===== src/design/clipped_alpha_sprite_blit_unit_defines.svh =====
// ----------------------------------------------------------------------------
// Assertion macros for the clipped alpha sprite blit unit
// Shared concurrent assertion forms, clocked on clk_i and quiet during reset.
// ----------------------------------------------------------------------------
`ifndef CLIPPED_ALPHA_SPRITE_BLIT_UNIT_DEFINES_SVH
`define CLIPPED_ALPHA_SPRITE_BLIT_UNIT_DEFINES_SVH

// Property checked on every rising edge outside reset.
`define CSB_ASSERT(label, prop, msg) \
  label: assert property (@(posedge clk_i) disable iff (!rst_ni) (prop)) \
    else $error(msg);

// Implication checked on every rising edge outside reset.
`define CSB_ASSERT_IMPL(label, pre, post, msg) \
  label: assert property (@(posedge clk_i) disable iff (!rst_ni) (pre) |-> (post)) \
    else $error(msg);

// Implication whose consequent is checked in the next cycle.
`define CSB_ASSERT_NEXT(label, pre, post, msg) \
  label: assert property (@(posedge clk_i) disable iff (!rst_ni) (pre) |=> (post)) \
    else $error(msg);

`endif


===== src/design/csb_pkg.sv =====
// ----------------------------------------------------------------------------
// csb_pkg
// Types, register indexes and the channel blend for the sprite blit unit.
// ----------------------------------------------------------------------------
`default_nettype none

package csb_pkg;

  // Configuration register indexes.
  localparam logic [2:0] RegSpriteWidth  = 3'd0;
  localparam logic [2:0] RegSpriteHeight = 3'd1;
  localparam logic [2:0] RegPosX         = 3'd2;
  localparam logic [2:0] RegPosY         = 3'd3;
  localparam logic [2:0] RegScreenWidth  = 3'd4;
  localparam logic [2:0] RegScreenHeight = 3'd5;

  // Screen sizes above this value saturate to it.
  localparam int MaxScreenDim = 2048;

  // Alpha value that replaces the pixel outright.
  localparam logic [7:0] AlphaOpaque = 8'd255;

  // One input item: texel colour and the screen pixel it lands on.
  typedef struct packed {
    logic [7:0] tex_red;
    logic [7:0] tex_green;
    logic [7:0] tex_blue;
    logic [7:0] tex_alpha;
    logic [7:0] dst_red;
    logic [7:0] dst_green;
    logic [7:0] dst_blue;
  } csb_in_t;

  // One result item: the pixel write.
  typedef struct packed {
    logic        write_en;
    logic [21:0] pixel_index;
    logic [7:0]  out_red;
    logic [7:0]  out_green;
    logic [7:0]  out_blue;
    logic        last_texel;
  } csb_out_t;

  // Item held in the input stage, with its screen position already resolved.
  typedef struct packed {
    csb_in_t     pix;
    logic        visible;
    logic        last;
    logic [11:0] sx;
    logic [11:0] sy;
  } csb_stage_t;

  // dst + floor(alpha * (src - dst) / 256), kept to eight bits.
  function automatic logic [7:0] csb_blend(input logic [7:0] src,
                                           input logic [7:0] dst,
                                           input logic [7:0] alpha);
    logic signed [8:0]  diff;
    logic signed [17:0] prod;
    logic signed [17:0] shifted;
    diff    = $signed({1'b0, src}) - $signed({1'b0, dst});
    prod    = $signed({1'b0, alpha}) * diff;
    shifted = prod >>> 8;
    return dst + shifted[7:0];
  endfunction

endpackage

`default_nettype wire


===== src/design/clipped_alpha_sprite_blit_unit.sv =====
// ----------------------------------------------------------------------------
// clipped_alpha_sprite_blit_unit
// Clips sprite texels against the screen and alpha-blends them onto it.
// ----------------------------------------------------------------------------
// The unit takes one texel item per clock unless the output stalls, and returns
// one pixel write item for each via the input stage and result registers. The
// first stage places the texel on the screen from the sprite column and row
// counters and decides clipping and the end of the sprite; the second holds the
// pixel address multiply and the three channel blend multiplies, and its result
// register lets a new item enter while a result waits. Configuration is to be
// written between sprites while the unit is idle (unenforced); it applies at once.
`default_nettype none
`include "clipped_alpha_sprite_blit_unit_defines.svh"

module clipped_alpha_sprite_blit_unit
  import csb_pkg::*;
#(
  parameter int MAX_SPRITE_DIM = 1024
) (
  input  wire logic        clk_i,
  input  wire logic        rst_ni,
  // Configuration write channel
  input  wire logic        cfg_valid_i,
  output logic             cfg_ready_o,
  input  wire logic [2:0]  cfg_index_i,
  input  wire logic [11:0] cfg_data_i,
  // Texel items in
  input  wire logic        in_valid_i,
  output logic             in_ready_o,
  input  wire csb_in_t     in_item_i,
  // Pixel write items out
  output logic             out_valid_o,
  input  wire logic        out_ready_i,
  output csb_out_t         out_item_o
);

  localparam int CntW  = $clog2(MAX_SPRITE_DIM);
  localparam int DimW  = (CntW + 1 > 11) ? CntW + 1 : 11;
  localparam int CrdW  = 14;

  // Configuration registers
  logic [10:0] sprite_width_q, sprite_height_q;
  logic [11:0] pos_x_q, pos_y_q, screen_width_q, screen_height_q;

  assign cfg_ready_o = 1'b1;

  always_ff @(posedge clk_i or negedge rst_ni) begin
    if (!rst_ni) begin
      sprite_width_q  <= 11'd1;
      sprite_height_q <= 11'd1;
      pos_x_q         <= 12'd0;
      pos_y_q         <= 12'd0;
      screen_width_q  <= 12'd1;
      screen_height_q <= 12'd1;
    end else if (cfg_valid_i && cfg_ready_o) begin
      case (cfg_index_i)
        RegSpriteWidth:  sprite_width_q  <= cfg_data_i[10:0];
        RegSpriteHeight: sprite_height_q <= cfg_data_i[10:0];
        RegPosX:         pos_x_q         <= cfg_data_i;
        RegPosY:         pos_y_q         <= cfg_data_i;
        RegScreenWidth:  screen_width_q  <= cfg_data_i;
        RegScreenHeight: screen_height_q <= cfg_data_i;
        default: ;
      endcase
    end
  end

  // Effective sizes: sprite sizes clamp to 1..MAX_SPRITE_DIM, screen sizes to MaxScreenDim.
  logic [DimW-1:0] sw_ext, sh_ext, sw_last, sh_last;
  logic [11:0]     scw, sch;

  always_comb begin
    sw_ext = DimW'(sprite_width_q);
    sh_ext = DimW'(sprite_height_q);
    if (sw_ext == '0) begin
      sw_last = '0;
    end else if (sw_ext > DimW'(MAX_SPRITE_DIM)) begin
      sw_last = DimW'(MAX_SPRITE_DIM - 1);
    end else begin
      sw_last = sw_ext - DimW'(1);
    end
    if (sh_ext == '0) begin
      sh_last = '0;
    end else if (sh_ext > DimW'(MAX_SPRITE_DIM)) begin
      sh_last = DimW'(MAX_SPRITE_DIM - 1);
    end else begin
      sh_last = sh_ext - DimW'(1);
    end
    scw = ({1'b0, screen_width_q} > 13'(MaxScreenDim)) ? 12'(MaxScreenDim)
                                                       : screen_width_q;
    sch = ({1'b0, screen_height_q} > 13'(MaxScreenDim)) ? 12'(MaxScreenDim)
                                                        : screen_height_q;
  end

  // Handshake: each stage frees when empty or when its item moves on.
  logic        s1_valid_q, out_valid_q;
  logic        out_free, s1_free, in_acc, s1_move;

  assign out_free   = !out_valid_q || out_ready_i;
  assign s1_free    = !s1_valid_q || out_free;
  assign in_ready_o = s1_free;
  assign in_acc     = in_valid_i && in_ready_o;
  assign s1_move    = s1_valid_q && out_free;

  // Texel position in the sprite and on the screen.
  logic [CntW-1:0]       col_q, row_q, col_d, row_d;
  logic signed [CrdW-1:0] sx, sy;
  logic                  end_row, last_d, visible;

  always_comb begin
    sx = $signed({{(CrdW-12){pos_x_q[11]}}, pos_x_q})
       + $signed({{(CrdW-CntW){1'b0}}, col_q});
    sy = $signed({{(CrdW-12){pos_y_q[11]}}, pos_y_q})
       + $signed({{(CrdW-CntW){1'b0}}, row_q});
    visible = !sx[CrdW-1] && !sy[CrdW-1]
           && (sx[CrdW-2:0] < (CrdW-1)'(scw))
           && (sy[CrdW-2:0] < (CrdW-1)'(sch));
    end_row = DimW'(col_q) >= sw_last;
    last_d  = end_row && (DimW'(row_q) >= sh_last);
    if (last_d) begin
      col_d = '0;
      row_d = '0;
    end else if (end_row) begin
      col_d = '0;
      row_d = row_q + CntW'(1);
    end else begin
      col_d = col_q + CntW'(1);
      row_d = row_q;
    end
  end

  always_ff @(posedge clk_i or negedge rst_ni) begin
    if (!rst_ni) begin
      col_q <= '0;
      row_q <= '0;
    end else if (in_acc) begin
      col_q <= col_d;
      row_q <= row_d;
    end
  end

  // Input stage register.
  csb_stage_t s1_q;

  always_ff @(posedge clk_i or negedge rst_ni) begin
    if (!rst_ni) begin
      s1_valid_q <= 1'b0;
    end else if (s1_free) begin
      s1_valid_q <= in_valid_i;
    end
  end

  always_ff @(posedge clk_i) begin
    if (in_acc) begin
      s1_q.pix     <= in_item_i;
      s1_q.visible <= visible;
      s1_q.last    <= last_d;
      s1_q.sx      <= sx[11:0];
      s1_q.sy      <= sy[11:0];
    end
  end

  // Pixel address and blend of the held item.
  logic [23:0] row_base;
  logic [24:0] addr;
  csb_out_t    res_d, out_q;

  always_comb begin
    row_base = s1_q.sy * scw;
    addr     = {1'b0, row_base} + 25'(s1_q.sx);
    res_d    = '0;
    res_d.last_texel = s1_q.last;
    if (s1_q.visible) begin
      res_d.pixel_index = addr[21:0];
      if (s1_q.pix.tex_alpha == AlphaOpaque) begin
        res_d.write_en  = 1'b1;
        res_d.out_red   = s1_q.pix.tex_red;
        res_d.out_green = s1_q.pix.tex_green;
        res_d.out_blue  = s1_q.pix.tex_blue;
      end else if (s1_q.pix.tex_alpha == '0) begin
        res_d.out_red   = s1_q.pix.dst_red;
        res_d.out_green = s1_q.pix.dst_green;
        res_d.out_blue  = s1_q.pix.dst_blue;
      end else begin
        res_d.write_en  = 1'b1;
        res_d.out_red   = csb_blend(s1_q.pix.tex_red, s1_q.pix.dst_red,
                                    s1_q.pix.tex_alpha);
        res_d.out_green = csb_blend(s1_q.pix.tex_green, s1_q.pix.dst_green,
                                    s1_q.pix.tex_alpha);
        res_d.out_blue  = csb_blend(s1_q.pix.tex_blue, s1_q.pix.dst_blue,
                                    s1_q.pix.tex_alpha);
      end
    end
  end

  // Result register.
  always_ff @(posedge clk_i or negedge rst_ni) begin
    if (!rst_ni) begin
      out_valid_q <= 1'b0;
    end else if (out_free) begin
      out_valid_q <= s1_valid_q;
    end
  end

  always_ff @(posedge clk_i) begin
    if (s1_move) begin
      out_q <= res_d;
    end
  end

  assign out_valid_o = out_valid_q;
  assign out_item_o  = out_q;

  // The input side only stalls when both stages hold an item.
  `CSB_ASSERT_IMPL(a_stall_full, !in_ready_o, s1_valid_q && out_valid_q,
                   "input stalled while a stage is empty")

  // After the final texel of the sprite both counters start over.
  `CSB_ASSERT_NEXT(a_wrap, in_acc && last_d, col_q == '0 && row_q == '0,
                   "counters did not return to zero after the last texel")

  // A held item waits unchanged while the result register is blocked.
  `CSB_ASSERT_NEXT(a_s1_hold, s1_valid_q && !out_free,
                   s1_valid_q && $stable(s1_q),
                   "input stage item changed while stalled")

  // A clipped texel leaves a result with no write and no address.
  `CSB_ASSERT_NEXT(a_clip, s1_move && !s1_q.visible,
                   !out_q.write_en && out_q.pixel_index == '0,
                   "clipped texel produced a write or an address")

endmodule

`default_nettype wire

===== config.mk =====
export PLATFORM = sky130hd
export DESIGN_NAME = clipped_alpha_sprite_blit_unit
export DESIGN_NICKNAME = d
export VERILOG_FILES = /design/src/design/csb_pkg.sv /design/src/design/clipped_alpha_sprite_blit_unit.sv
export VERILOG_INCLUDE_DIRS = /design/src /design/src/design
export SDC_FILE = /design/constraint.sdc
export NUM_CORES = 1
export LEC_CHECK = 0
export ABC_AREA = 1
export BUFFER_PORTS_ARGS = -buffer_cell sky130_fd_sc_hd__buf_2
export CORE_MARGIN = 4
export CORE_UTILIZATION = 40
export CTS_CLUSTER_SIZE = 24
export DETAILED_ROUTE_END_ITERATION = 8
export GPL_TIMING_DRIVEN = 1
export PLACE_DENSITY = 0.52
export RECOVER_POWER = 100
export SLEW_MARGIN = 20
export SYNTH_ARGS = -nofsm -noshare
export SYNTH_HDL_FRONTEND = slang
export SYNTH_SLANG_ARGS = --single-unit

===== constraint.sdc =====
create_clock -name clk_i -period 22.5 [get_ports clk_i]
set_clock_uncertainty 0.2 [all_clocks]
set_input_delay 3.375 -clock clk_i [delete_from_list [all_inputs] [get_ports clk_i]]
set_output_delay 3.375 -clock clk_i [all_outputs]
set_load 0.03 [all_outputs]

==> impl_metrics.json <==
{
  "drv_slew": 272,
  "tns_ns": 0,
  "synth.area.top_cells": "fa_1 (20%), edfxtp_1 (16%), ha_1 (15%), dfrtp_1 (9.0%), nand2_1 (8.8%)",
  "fp.coreArea_mm2": 0.0606,
  "hold_viol": 0,
  "area_delta_synth_final_pct": 8.98,
  "antennaDiodeCount": 0,
  "synth_nets": 3527,
  "synth_compound_area_frac": 0.0868,
  "ant_nets": 0,
  "row_count": 90,
  "h-tree-depth": 1,
  "drt_iter0_markers": 979,
  "worstPathRequired_ns": 22.83,
  "failed_checks": "max-capacitance violations, max-slew violations",
  "cts_root_buf": "clkbuf_16",
  "ys_ff_latch": 222,
  "cts_tree": "yes",
  "grt_usage": 0.203,
  "grt_busiest_layer": "met2",
  "crit_type": "primary input to register",
  "layout_common_cells": "nand2_1 (573), inv_1 (564), ha_1 (294)",
  "startpoint": "out_ready_i",
  "grt_pass1_vias": 19600,
  "hold_buffers": 0,
  "placement.cell_area_mm2": 0.0260,
  "synthAdderAreaFrac": 0.349,
  "wire_per_inst_um": 17.5,
  "portBuffers": 125,
  "grt_pass1_wl_mm": 107,
  "hp-class": "register to register",
  "cts_setup_buffers": 0,
  "layout_min_cycle_time_ns": 8.92,
  "num-fill-cells": 6131,
  "rr_startpoint": "s1_q[36]",
  "nets": 3630,
  "fin_crit_sh": 0.396,
  "cts_resized": 0,
  "crit_fanout": 61,
  "maxCapViolCount": 6,
  "crit_arrival_ns": 9.24,
  "path_clk_slew_ns": 0.06,
  "num_vias": 19200,
  "fin_area_mm2": 0.0267,
  "route.detailed.drc": 0,
  "post-route-util": 0.441,
  "drive_above_1_share": 0.0481,
  "fmax_ghz": 0.112,
  "final_common_cell": "nand2_1",
  "netlist_area_mm2": 0.0245,
  "synth_xor_area_frac": 0.0377,
  "cp-start-kind": "primary input",
  "ys_warn_count": 0,
  "die_x_um": 256,
  "yosysUniqueCellTypes": 56,
  "gr-usage-met1": 0.290,
  "slew_headroom": -1.46,
  "cts_sinks": 222,
  "worstHoldStart": "res_d[0]",
  "dr.pass1.iters": 7,
  "synth_top_family_by_area": "adder cells",
  "grt_max_degree": 62,
  "place.gp.congestion": 0.863,
  "route.detailed.vias_per_inst": 5.03,
  "yosys.area_share.simple": 0.173,
  "dp_hpwl_mm": 52.8,
  "grt_antenna_before_repair": 2,
  "yosysSeqAreaShare": 0.253,
  "pin_count": 127,
  "initial_core_util": 0.405,
  "muxShareOfSynthArea": 0,
  "netlist_instances": 2913,
  "synth_edf_count": 130,
  "setup_viol": 0,
  "synth_top_area_frac": 0.199,
  "clockBufferDepth": 3,
  "met2_usage": 0.334,
  "worst_pin_slew_ns": 3.69,
  "cts_buffers": 29,
  "grt_remaining_overflow": 0,
  "die_area_mm2": 0.0654,
  "endpoint_kind": "register",
  "grt_setup_unrepaired": "false",
  "insertion_delay_ns": 0.59,
  "grt_use_met3": 0.0298,
  "ys.flop_type": "edfxtp_1",
  "outcome": "complete, but fails checks",
  "async_flop_share": 0.414,
  "die_y_um": 256,
  "syn-mean-instance-area_um2": 8.42,
  "yosysTopAreaCell": "fa_1",
  "wirelength_mm": 67.0
}
## through the flow
stage | cells | hold WS (ns) | worst slack (ns)
after global placement | 3767 | 0.228 | 14.80
after floorplan | 2913 | 0.200 | 15.26
after detailed placement | 3767 | 0.211 | 14.66
after CTS | 3817 | 0.245 | 14.63
final | 3817 | 0.239 | 13.58
after global routing | 3817 | 0.258 | 12.89
## worst paths after layout
path	to	slack, ns	cells past startpoint
max	col_q[8]	13.58	12
min	out_item_o[0]	0.24	0
max reg2reg	out_item_o[16]	14.49	40
min reg2reg	out_item_o[0]	0.24	0
max in group asynchronous	pos_y_q[0]	15.18	2
min in group asynchronous	sprite_width_q[6]	3.06	1
## critical path: stages
cell and delay [ns]:
buf_2 0.07, inv_1 0.07, nand3_1 0.15, nand2_1 0.14, clkinvlp_2 1.00, clkbuf_1 2.64, nand3_1 0.79, nor3_1 0.46
nand2_1 0.11, xor2_1 0.15, or2_1 0.22, inv_1 0.05
## synth_stat cells (18+ instances only)
| master | instances |
|---|---|
| edfxtp_1 | 130 |
| nor2_1 | 270 |
| o21bai_1 | 18 |
| nand2_1 | 572 |
| xor2_1 | 52 |
| dfrtp_1 | 88 |
| o21ai_0 | 164 |
| fa_1 | 244 |
| nand4_1 | 34 |
| a21oi_1 | 132 |
| inv_1 | 563 |
| xnor2_1 | 48 |
| clkbuf_1 | 43 |
| ha_1 | 294 |
| nand3_1 | 82 |
## registers in the layout (all words and copies together) (netlist names)
register         cells
pos_y_q             12
s1_valid_q           1
col_q               10
row_q               10
sh_ext              11
out_item_o          48
sprite_width_q      11
screen_width_q      12
pos_x_q             12
s1_q                81
out_valid_o          1
res_d                1
screen_height_q     12
## final cells by class
class	count	area (um^2)	share of cell area
clock buffer	36	773	0.0289
clock inverter	14	161	0.00604
inverter	575	2160	0.0808
multi-input combinational	2050	15800	0.593
sequential	222	6210	0.232
tap	782	978	0.0366
timing repair buffer	138	611	0.0228
## metal layers
layer	part of all wire	wire length, um
met1	0.48	32200
met2	0.45	30300
met3	0.050	3340
met4	0.017	1140
met5	0	0
## kinds of logic (layout without fill, tap and decap cells)
logic type | after synthesis | count (layout)
other | 1 | 1
XOR/XNOR | 103 | 103
AND/OR/NAND/NOR | 1024 | 1024
AO/OA/AOI/OAI | 384 | 384
adder cells (fa/ha/maj) | 538 | 538
flip-flops | 222 | 222
buffers and inverters | 641 | 763
Power is not shown: default switching activity piles up to over one toggle a cycle in this logic, so the estimate is an artifact.
